**src/sv/svwi_pkg.sv**
```systemverilog
package svwi_pkg;
  localparam int unsigned MaxElements = 64;
  localparam int unsigned ValueWidth  = 32;
  localparam int unsigned AddrWidth   = $clog2(MaxElements);
  localparam int unsigned CountWidth  = $clog2(MaxElements + 1);

  typedef struct packed {
    logic signed [ValueWidth-1:0] sample_value;
    logic                         is_final;
  } in_word_t;

  typedef struct packed {
    logic signed [ValueWidth-1:0] sorted_value;
    logic [5:0]                   original_position;
    logic                         last_of_run;
    logic                         overflow_seen;
  } out_word_t;

  typedef struct packed {
    logic [ValueWidth-1:0] value;
    logic [AddrWidth-1:0]  position;
  } entry_t;
endpackage

```
**src/sv/sort_values_with_index.sv**
```systemverilog
// Words are loaded while busy is low; a word is taken when start is high.
// On a final word the set of n elements is insertion sorted in the store,
// one memory read per cycle, bound by the single read and single write port
// of the store.
// Then n results follow, one per cycle; the receiver cannot stall them.
// Reset (rst_ni low, asynchronous) empties the set; the store is not cleared.
module sort_values_with_index (
  input  logic                  clk_i,
  input  logic                  rst_ni,
  input  logic                  start,
  input  svwi_pkg::in_word_t    in_word_i,
  output logic                  busy,
  output logic                  result_valid_o,
  output svwi_pkg::out_word_t   result_o
);
  import svwi_pkg::*;

  typedef enum logic [6:0] {
    StIdle   = 7'b0000001,
    StFetchI = 7'b0000010,
    StHoldI  = 7'b0000100,
    StScan   = 7'b0001000,
    StCmp    = 7'b0010000,
    StOutRd  = 7'b0100000,
    StOut    = 7'b1000000
  } state_e;

  state_e state_q, state_d;
  logic [CountWidth-1:0] fill_q, fill_d;
  logic dropped_q, dropped_d;
  logic [CountWidth-1:0] i_q, i_d, j_q, j_d;
  entry_t key_q, key_d;

  logic we;
  logic [AddrWidth-1:0] waddr, raddr;
  entry_t wdata, rdata;
  logic valid_d;
  out_word_t res_d;

  svwi_ram u_ram (
    .clk_i  (clk_i),
    .we_i   (we),
    .waddr_i(waddr),
    .wdata_i(wdata),
    .raddr_i(raddr),
    .rdata_o(rdata)
  );

  function automatic logic key_gt(logic [ValueWidth-1:0] a, logic [ValueWidth-1:0] b);
    return $signed(a) > $signed(b);
  endfunction

  always_comb begin
    state_d = state_q;
    fill_d = fill_q;
    dropped_d = dropped_q;
    i_d = i_q;
    j_d = j_q;
    key_d = key_q;
    we = 1'b0;
    waddr = '0;
    wdata = key_q;
    raddr = '0;
    valid_d = 1'b0;
    res_d = '0;
    unique case (state_q)
      StIdle: begin
        if (start) begin
          if (fill_q < CountWidth'(MaxElements)) begin
            we = 1'b1;
            waddr = fill_q[AddrWidth-1:0];
            wdata.value = in_word_i.sample_value;
            wdata.position = fill_q[AddrWidth-1:0];
            fill_d = fill_q + 1'b1;
          end else begin
            dropped_d = 1'b1;
          end
          if (in_word_i.is_final) begin
            i_d = CountWidth'(1);
            state_d = StFetchI;
          end
        end
      end
      StFetchI: begin
        // Read element i as the key to insert, or start the output pass.
        if (i_q >= fill_q) begin
          i_d = '0;
          state_d = (fill_q == '0) ? StIdle : StOutRd;
          if (fill_q == '0) dropped_d = 1'b0;
        end else begin
          raddr = i_q[AddrWidth-1:0];
          state_d = StHoldI;
        end
      end
      StHoldI: begin
        key_d = rdata;
        j_d = i_q;
        raddr = AddrWidth'(i_q - 1'b1);
        state_d = StCmp;
      end
      StCmp: begin
        // rdata holds element j-1; shift it up while it exceeds the key.
        if (key_gt(rdata.value, key_q.value)) begin
          we = 1'b1;
          waddr = j_q[AddrWidth-1:0];
          wdata = rdata;
          j_d = j_q - 1'b1;
          if (j_q == CountWidth'(1)) begin
            state_d = StScan;
          end else begin
            raddr = AddrWidth'(j_q - 2'd2);
            state_d = StCmp;
          end
        end else begin
          state_d = StScan;
        end
      end
      StScan: begin
        we = 1'b1;
        waddr = j_q[AddrWidth-1:0];
        wdata = key_q;
        i_d = i_q + 1'b1;
        state_d = StFetchI;
      end
      StOutRd: begin
        raddr = i_q[AddrWidth-1:0];
        state_d = StOut;
      end
      StOut: begin
        valid_d = 1'b1;
        res_d.sorted_value = rdata.value;
        res_d.original_position = 6'(rdata.position);
        res_d.last_of_run = (i_q + 1'b1 == fill_q);
        res_d.overflow_seen = dropped_q;
        i_d = i_q + 1'b1;
        raddr = AddrWidth'(i_q + 1'b1);
        if (i_q + 1'b1 == fill_q) begin
          fill_d = '0;
          dropped_d = 1'b0;
          state_d = StIdle;
        end
      end
      default: state_d = StIdle;
    endcase
  end

  always_ff @(posedge clk_i or negedge rst_ni) begin
    if (!rst_ni) begin
      state_q <= StIdle;
      fill_q <= '0;
      dropped_q <= 1'b0;
      result_valid_o <= 1'b0;
    end else begin
      state_q <= state_d;
      fill_q <= fill_d;
      dropped_q <= dropped_d;
      result_valid_o <= valid_d;
    end
  end

  always_ff @(posedge clk_i) begin
    i_q <= i_d;
    j_q <= j_d;
    key_q <= key_d;
    result_o <= res_d;
  end

  assign busy = (state_q != StIdle);
endmodule

```
**src/sv/svwi_ram.sv**
```systemverilog
module svwi_ram (
  input  logic                     clk_i,
  input  logic                     we_i,
  input  logic [svwi_pkg::AddrWidth-1:0] waddr_i,
  input  svwi_pkg::entry_t         wdata_i,
  input  logic [svwi_pkg::AddrWidth-1:0] raddr_i,
  output svwi_pkg::entry_t         rdata_o
);
  import svwi_pkg::*;

  entry_t mem [MaxElements];

  always_ff @(posedge clk_i) begin
    if (we_i) begin
      mem[waddr_i] <= wdata_i;
    end
    rdata_o <= mem[raddr_i];
  end
endmodule

```
**config.mk**
```make
export PLATFORM = sky130hd
export DESIGN_NAME = sort_values_with_index
export DESIGN_NICKNAME = d
export VERILOG_FILES = /design/src/sv/svwi_pkg.sv /design/src/sv/sort_values_with_index.sv /design/src/sv/svwi_ram.sv
export SDC_FILE = /design/constraint.sdc
export NUM_CORES = 2
export LEC_CHECK = 0
export ABC_AREA = 1
export BUFFER_PORTS_ARGS = -buffer_cell sky130_fd_sc_hd__buf_4
export CAP_MARGIN = 40
export CORE_MARGIN = 4
export CORE_UTILIZATION = 55
export CTS_CLUSTER_DIAMETER = 100
export DETAILED_ROUTE_END_ITERATION = 6
export GPL_ROUTABILITY_DRIVEN = 0
export HOLD_SLACK_MARGIN = 0.03
export PLACE_DENSITY_LB_ADDON = 0.12
export SYNTH_ARGS = -nofsm -noshare
export SYNTH_HDL_FRONTEND = slang
export SYNTH_SLANG_ARGS = --single-unit
```
**constraint.sdc**
```tcl
create_clock -name clk_i -period 16.6 [get_ports clk_i]
set_clock_uncertainty 0.1 [all_clocks]
set_input_delay 2.49 -clock clk_i [delete_from_list [all_inputs] [get_ports clk_i]]
set_output_delay 2.49 -clock clk_i [all_outputs]
set_load 0.01 [all_outputs]
```
## Word-level counts from Yosys, hierarchy flattened

Memory sizes are Yosys's and may differ from the RTL's. A register that Yosys moved wholly into a read port is not among the register bits.
Cells that the tools add are included.

- Bits in registers: 108
- RAM bits: 2,432
- Output and inout port bits: 42
- Memories kept: 1

- Add/sub/neg operators: 5
- Magnitude comparators: 3
- Eq/ne operators: 18
- Multiplexer cells: 43
- Reductions and logical operators: 11

Memories:

| name | depth | width | read ports | clocked after Yosys merged registers in | wr ports | RTL line | text |
|---|---|---|---|---|---|---|---|
| u_ram.mem | 64 | 38 | 1 | 1 | 1 | svwi_ram.sv:11 | `entry_t mem [MaxElements];` |

Operators with widths:

| operator | count |
|---|---|
| 38-bit two-way mux | 3 |
| 7-bit two-way mux | 11 |
| 38-bit one-hot mux with 2 select lines | 1 |
| 7-bit one-hot mux with 7 select lines | 1 |
| 6-bit two-way mux | 8 |
| 32-bit > comparator | 1 |
| 6-bit one-hot mux with 5 select lines | 1 |
| 7-bit one-hot mux with 2 select lines | 2 |
| 7-bit one-hot mux with 3 select lines | 1 |
| 6-bit one-hot mux with 3 select lines | 1 |
| 2-bit inequality test (second input constant) | 8 |
| 7-bit by 1-bit adder with 7-bit output (second input constant) | 2 |
| 7-bit by 1-bit == test with 1-bit output (second input constant) | 2 |
| 1-bit two-way mux | 11 |
| 4-bit AND reduction | 2 |
| 7-bit by 2-bit == test with 1-bit output (second input constant) | 1 |
| 7-bit by 3-bit == test with 1-bit output (second input constant) | 1 |
| 7-bit by 4-bit == test with 1-bit output (second input constant) | 1 |
| 7-bit by 5-bit == test with 1-bit output (second input constant) | 1 |
| 7-bit by 6-bit == test with 1-bit output (second input constant) | 1 |
| 7-bit == test | 1 |
| 7-bit == test (second input constant) | 1 |
| 7-bit greater-or-equal comparator | 1 |
| 7-bit logical NOT | 1 |
| 13 further kinds | 16 |

## Depth between registers and ports, before layout

- Depth after elaboration: 6
- Gate-level depth with buffers: 29
- Mapped depth without buffers: 26

## Modules after synthesis

From an unflattened synthesis, not the netlist that was laid out.

- Cells, all modules: 8,995
- Area total of the unflattened synthesis: 105,050.8 sq um

Modules (own cells, without submodules):

| module | times used | cells each | area an instance (sq um) | seq. area each (sq um) |
|---|---|---|---|---|
| svwi_ram | 1 | 8,027 | 97,886.4 | 73,790.8 |
| sort_values_with_index | 1 | 968 | 7,164.4 | 2,763.9 |

## Least setup slack after synthesis

Ideal clock, no wire load.

- Kind: input to register
- Start: in start
- End: mem u_ram.mem[0][20] in the netlist's numbering (data pin)
- Library setup time: 1.008 ns
- Arrival time: 6.795 ns
- Slack: 8.697 ns
- Cell stages on the path: 3
- Cell sequence: inv_1 > nor2_2 > o311ai_0

RTL lines:

| item | RTL line | text |
|---|---|---|
| start: declaration | sort_values_with_index.sv:10 | `input logic start,` |
| end: declaration | svwi_ram.sv:11 |  |

## Final worst setup path

- Start: reg u_ram.rdata_o[35] (netlist name)
- End: reg u_ram.rdata_o[37] (netlist name)

- Cells in the longest elaborated chain, start to end: 3

RTL lines:

| item | RTL line | text |
|---|---|---|
| 32-bit > comparator | sort_values_with_index.sv:50 | `return $signed(a) > $signed(b);` |
| 6-bit two-way mux | sort_values_with_index.sv:103 | `if (key_gt(rdata.value, key_q.value)) begin` |
| 6-bit one-hot mux with 5 select lines | sort_values_with_index.sv:66 | `unique case (state_q)` |

Every way passes these cells.
A chain may end at the register's enable or synchronous reset.

==> reports/results.tsv <==
stage	metric	value	unit
setup_path	CP Class	reg2reg	
clocking	Clock transition at path regs	60	ps
outcome	outcome	complete, no violations	
setup_path	CP max FO	124	
setup_path	Crit. End Element	register	
floorplanning	Initial Util	55.3	%
clocking	# hold bufs at CTS	0	
final_layout	final instance area	0.119	mm²
worst_hold_path	hold wc startpoint	u_ram.rdata_o[12]	
yosys	share of the synthesized area in the top cell type	70.1	%
clocking	Skew-Pair Late Insertion Delay	940	ps
global_routing	Global Route Usage Sum	33.6	%
route	wire length per cell	29.5	µm
worst_hold_path	Hold Path End	result_o[14]	
route	Routed Antenna Nets	0	
timing	Worst Tran Pin Value	1120	ps
route	# DRC	0	
yosys	synthesized cell area	0.106	mm²
setup_path	worst path cell trace	ha_1, a21oi_1, o21a_1, nand2_1, nor2_1, nand2_1, nand2_1, nand3_1, nor2_4, nand3_1, nand2_8, buf_4, buf_12, buf_4, buf_4, buf_4, nand3_1, nand3_1, nand3_1, nand3_1, nand2_1, nand2_1, nand2_1	
yosys	asr flop ratio synth	0.621	%
yosys	top cells by area, synth	edfxtp_1 70%, nand3_1 16%, nand2_1 5.6%	
yosys	Synth Flop Type	edfxtp_1	
floorplanning	area of the core	0.192	mm²
final_layout	most common library cell in the layout ignoring fill and taps	nand3_1	
final_layout	Final #Nets	8945	
pwr	IR drop worst, VDD	0.159	mV
route	Post-Route WL	342000	µm
yosys	YS warnings	0	
clocking	clock net sink count	2578	
floorplanning	DIE WIDTH	448	µm
pwr	Overall Power	18.9	mW
setup_path	R2R depth	23	
setup_path	flop2flop setup slack	9200	ps
yosys	Synth area leader	edfxtp_1	
timing	Fin. Hold Viols	0	
pwr	power per cell area	158	mW/mm²
final_layout	most frequent cells in the layout	3482 x nand3_1, 2484 x edfxtp_1, 1578 x nand2_1	
timing	RSZ-0062 raised after global routing	no	
yosys	Post-Syn Area per Cell	11.9	µm²
pwr	Sw Ratio	35.8	%
pwr	internal power contribution	12.1	mW
timing	Slew Limit Fails	0	
floorplanning	Core Rows	161	
setup_path	crit path max-delay cell type	buf_4	
clocking	TritonCTS Buffers	282	
final_layout	area grow syn2layout	12.1	%
pwr	Seq pwr share	39.2	%
pwr	combinational power share	29.7	%
global_routing	GRT overflow	0	
yosys	Seq cells post-synth	2578	
timing	Worst slew margin	25.6	%
setup_path	highest cell delay on the worst timing path	770	ps
route	initial DRC count	12400	
timing	fin crit period	7400	ps
setup_path	CP bufs+invs	5	
final_layout	fin util	62.0	%
setup_path	Worst R2R End	u_ram.rdata_o[37]	
yosys	sequential fraction of the synthesis area	72.0	%
clocking	Post-CTS Resized	0	
worst_hold_path	hold depth	2	
timing	Final TNS setup	0	ps
global_routing	vias in the first global route	70100	
place	Post-DP HPWL	175000	µm
final_layout	Register Area	0.0766	mm²
global_routing	first-pass GRT wire length	491000	µm
route	DR vias	75400	
final_layout	share of cells above drive strength 1	9.00	%
global_routing	largest net degree at the start of global routing	196	
setup_path	startpoint types	register	
setup_path	Reg-to-Reg Start	u_ram.rdata_o[35]	
timing	Setup violations, final	0	
pwr	Leak	41.9	nW
clocking	CTS Buffer Depth	4	
global_routing	initial antenna violation count	15	
final_layout	fillers	14700	
route	Pre-antenna DRT Iters	7	
worst_hold_path	hold crit path type	reg2reg	
final_layout	area occupied by multi-input gates	0.0268	mm²
timing	Fmax achieved	135	MHz
yosys	post-synth cell types	45	
yosys	EDFF count, synth	2484	
yosys	Post-Synthesis Cells	8940	
setup_path	family with the most delay on the worst path	buffers and inverters	
place	Buffers on Ports	77	
pwr	Clock power frac	31.1	%
pwr	switching pwr	6.74	mW
place	DP Area	0.111	mm²
clocking	post-CTS setup buffer count	0	
clocking	CTS tree	yes	
clocking	CTS root buf	clkbuf_16	
setup_path	Critical Path RT	17280	ps
floorplanning	die height	448	µm
floorplanning	I/O pins	78	
yosys	Syn Nets	9023	
run	Max Cap Viol	0	
setup_path	Critical Path AT	8070	ps
route	vias per inst	6.51	
floorplanning	die area	0.200	mm²
clocking	H-Tree Depth	5	
timing	Final period util	44.6	%
-- layout make-up --
type	instances	share of cell area [%]
sequential	2578	64.2
multi-input combinational	5463	22.5
clock buffer	363	6.40
timing repair buffer	315	2.84
tap	2526	2.65
inverter	222	0.720
clock inverter	113	0.672
antenna	6	0.0126
-- routing by layer --
metal / track usage [%] / routed length, µm
met1: 48.4 / 132000
met2: 49.8 / 152000
met3: 7.55 / 42800
met4: 13.7 / 14600
met5: 0 / 7
-- flip-flops by register name, indices dropped and copies added, names as in the netlist --
register,cells
key_q,38
i_q,7
u_ram.rdata_o,38
state_q,7
u_ram.mem,2432
j_q,7
fill_q,7
result_o,40
dropped_q,1
result_valid_o,1
-- per-stage QoR --
step           setup slack, ps  cells  hold WS [ps]
6_report                  9200  11600           382
4_1_cts                   9340  11600           379
3_3_place_gp              9390  11100           352
3_5_place_dp              9370  11100           364
5_1_grt                   8880  11600           404
2_1_floorplan             8700   8940           308
-- worst min-delay path, delay by kind of cell, from the launching register on --
family                 cells  cell delay [ps]
and+or+nand+nor            1               40
DFF                        1              350
buffers and inverters      1               70
-- logic make-up (layout without fill, tap and decap cells) --
logic type / Yosys count / after routing / share of synthesized area (%)
AO/OA/AOI/OAI: 141 / 141 / 0.804
XOR/XNOR: 13 / 13 / 0.107
adder cells (fa/ha/maj): 47 / 47 / 0.553
buffers and inverters: 899 / 1013 / 3.72
flip-flops: 2578 / 2578 / 72.0
other: 0 / 6 / 0
AND/OR/NAND/NOR: 5262 / 5262 / 22.8
-- power groups by stage --
stage	Clock, mW	Sequential (mW)	Combinational, mW
2_1_floorplan	0	7.47	3.52
3_3_place_gp	0	7.51	5.37
3_5_place_dp	0	7.51	5.45
4_1_cts	5.91	7.38	5.47
5_1_grt	6.21	7.39	5.99
6_report	5.87	7.39	5.60
-- how the worst max path moves through the flow --
stage / start / to / cells past startpoint / slack (ps)
CTS: state_q[3] / u_ram.rdata_o[37] / 21 / 9340
detailed placement: state_q[3] / u_ram.rdata_o[37] / 21 / 9370
global placement: state_q[3] / u_ram.rdata_o[37] / 21 / 9390
global route: u_ram.rdata_o[35] / u_ram.rdata_o[37] / 23 / 8880
finish: u_ram.rdata_o[35] / u_ram.rdata_o[37] / 23 / 9200
floorplan: start / u_ram.mem[0][20] / 3 / 8700
-- synthesized netlist by cell type (21+ instances only) --
cell type,instances
edfxtp_1,2484
o21ai_0,50
a22oi_1,32
nor2_1,156
buf_4,21
buf_2,363
inv_1,207
ha_1,47
nand3_1,3482
dfxtp_1,78
clkbuf_1,188
nand2_1,1580
a21oi_1,36
buf_1,98
Power figures use the tool's default switching activity.
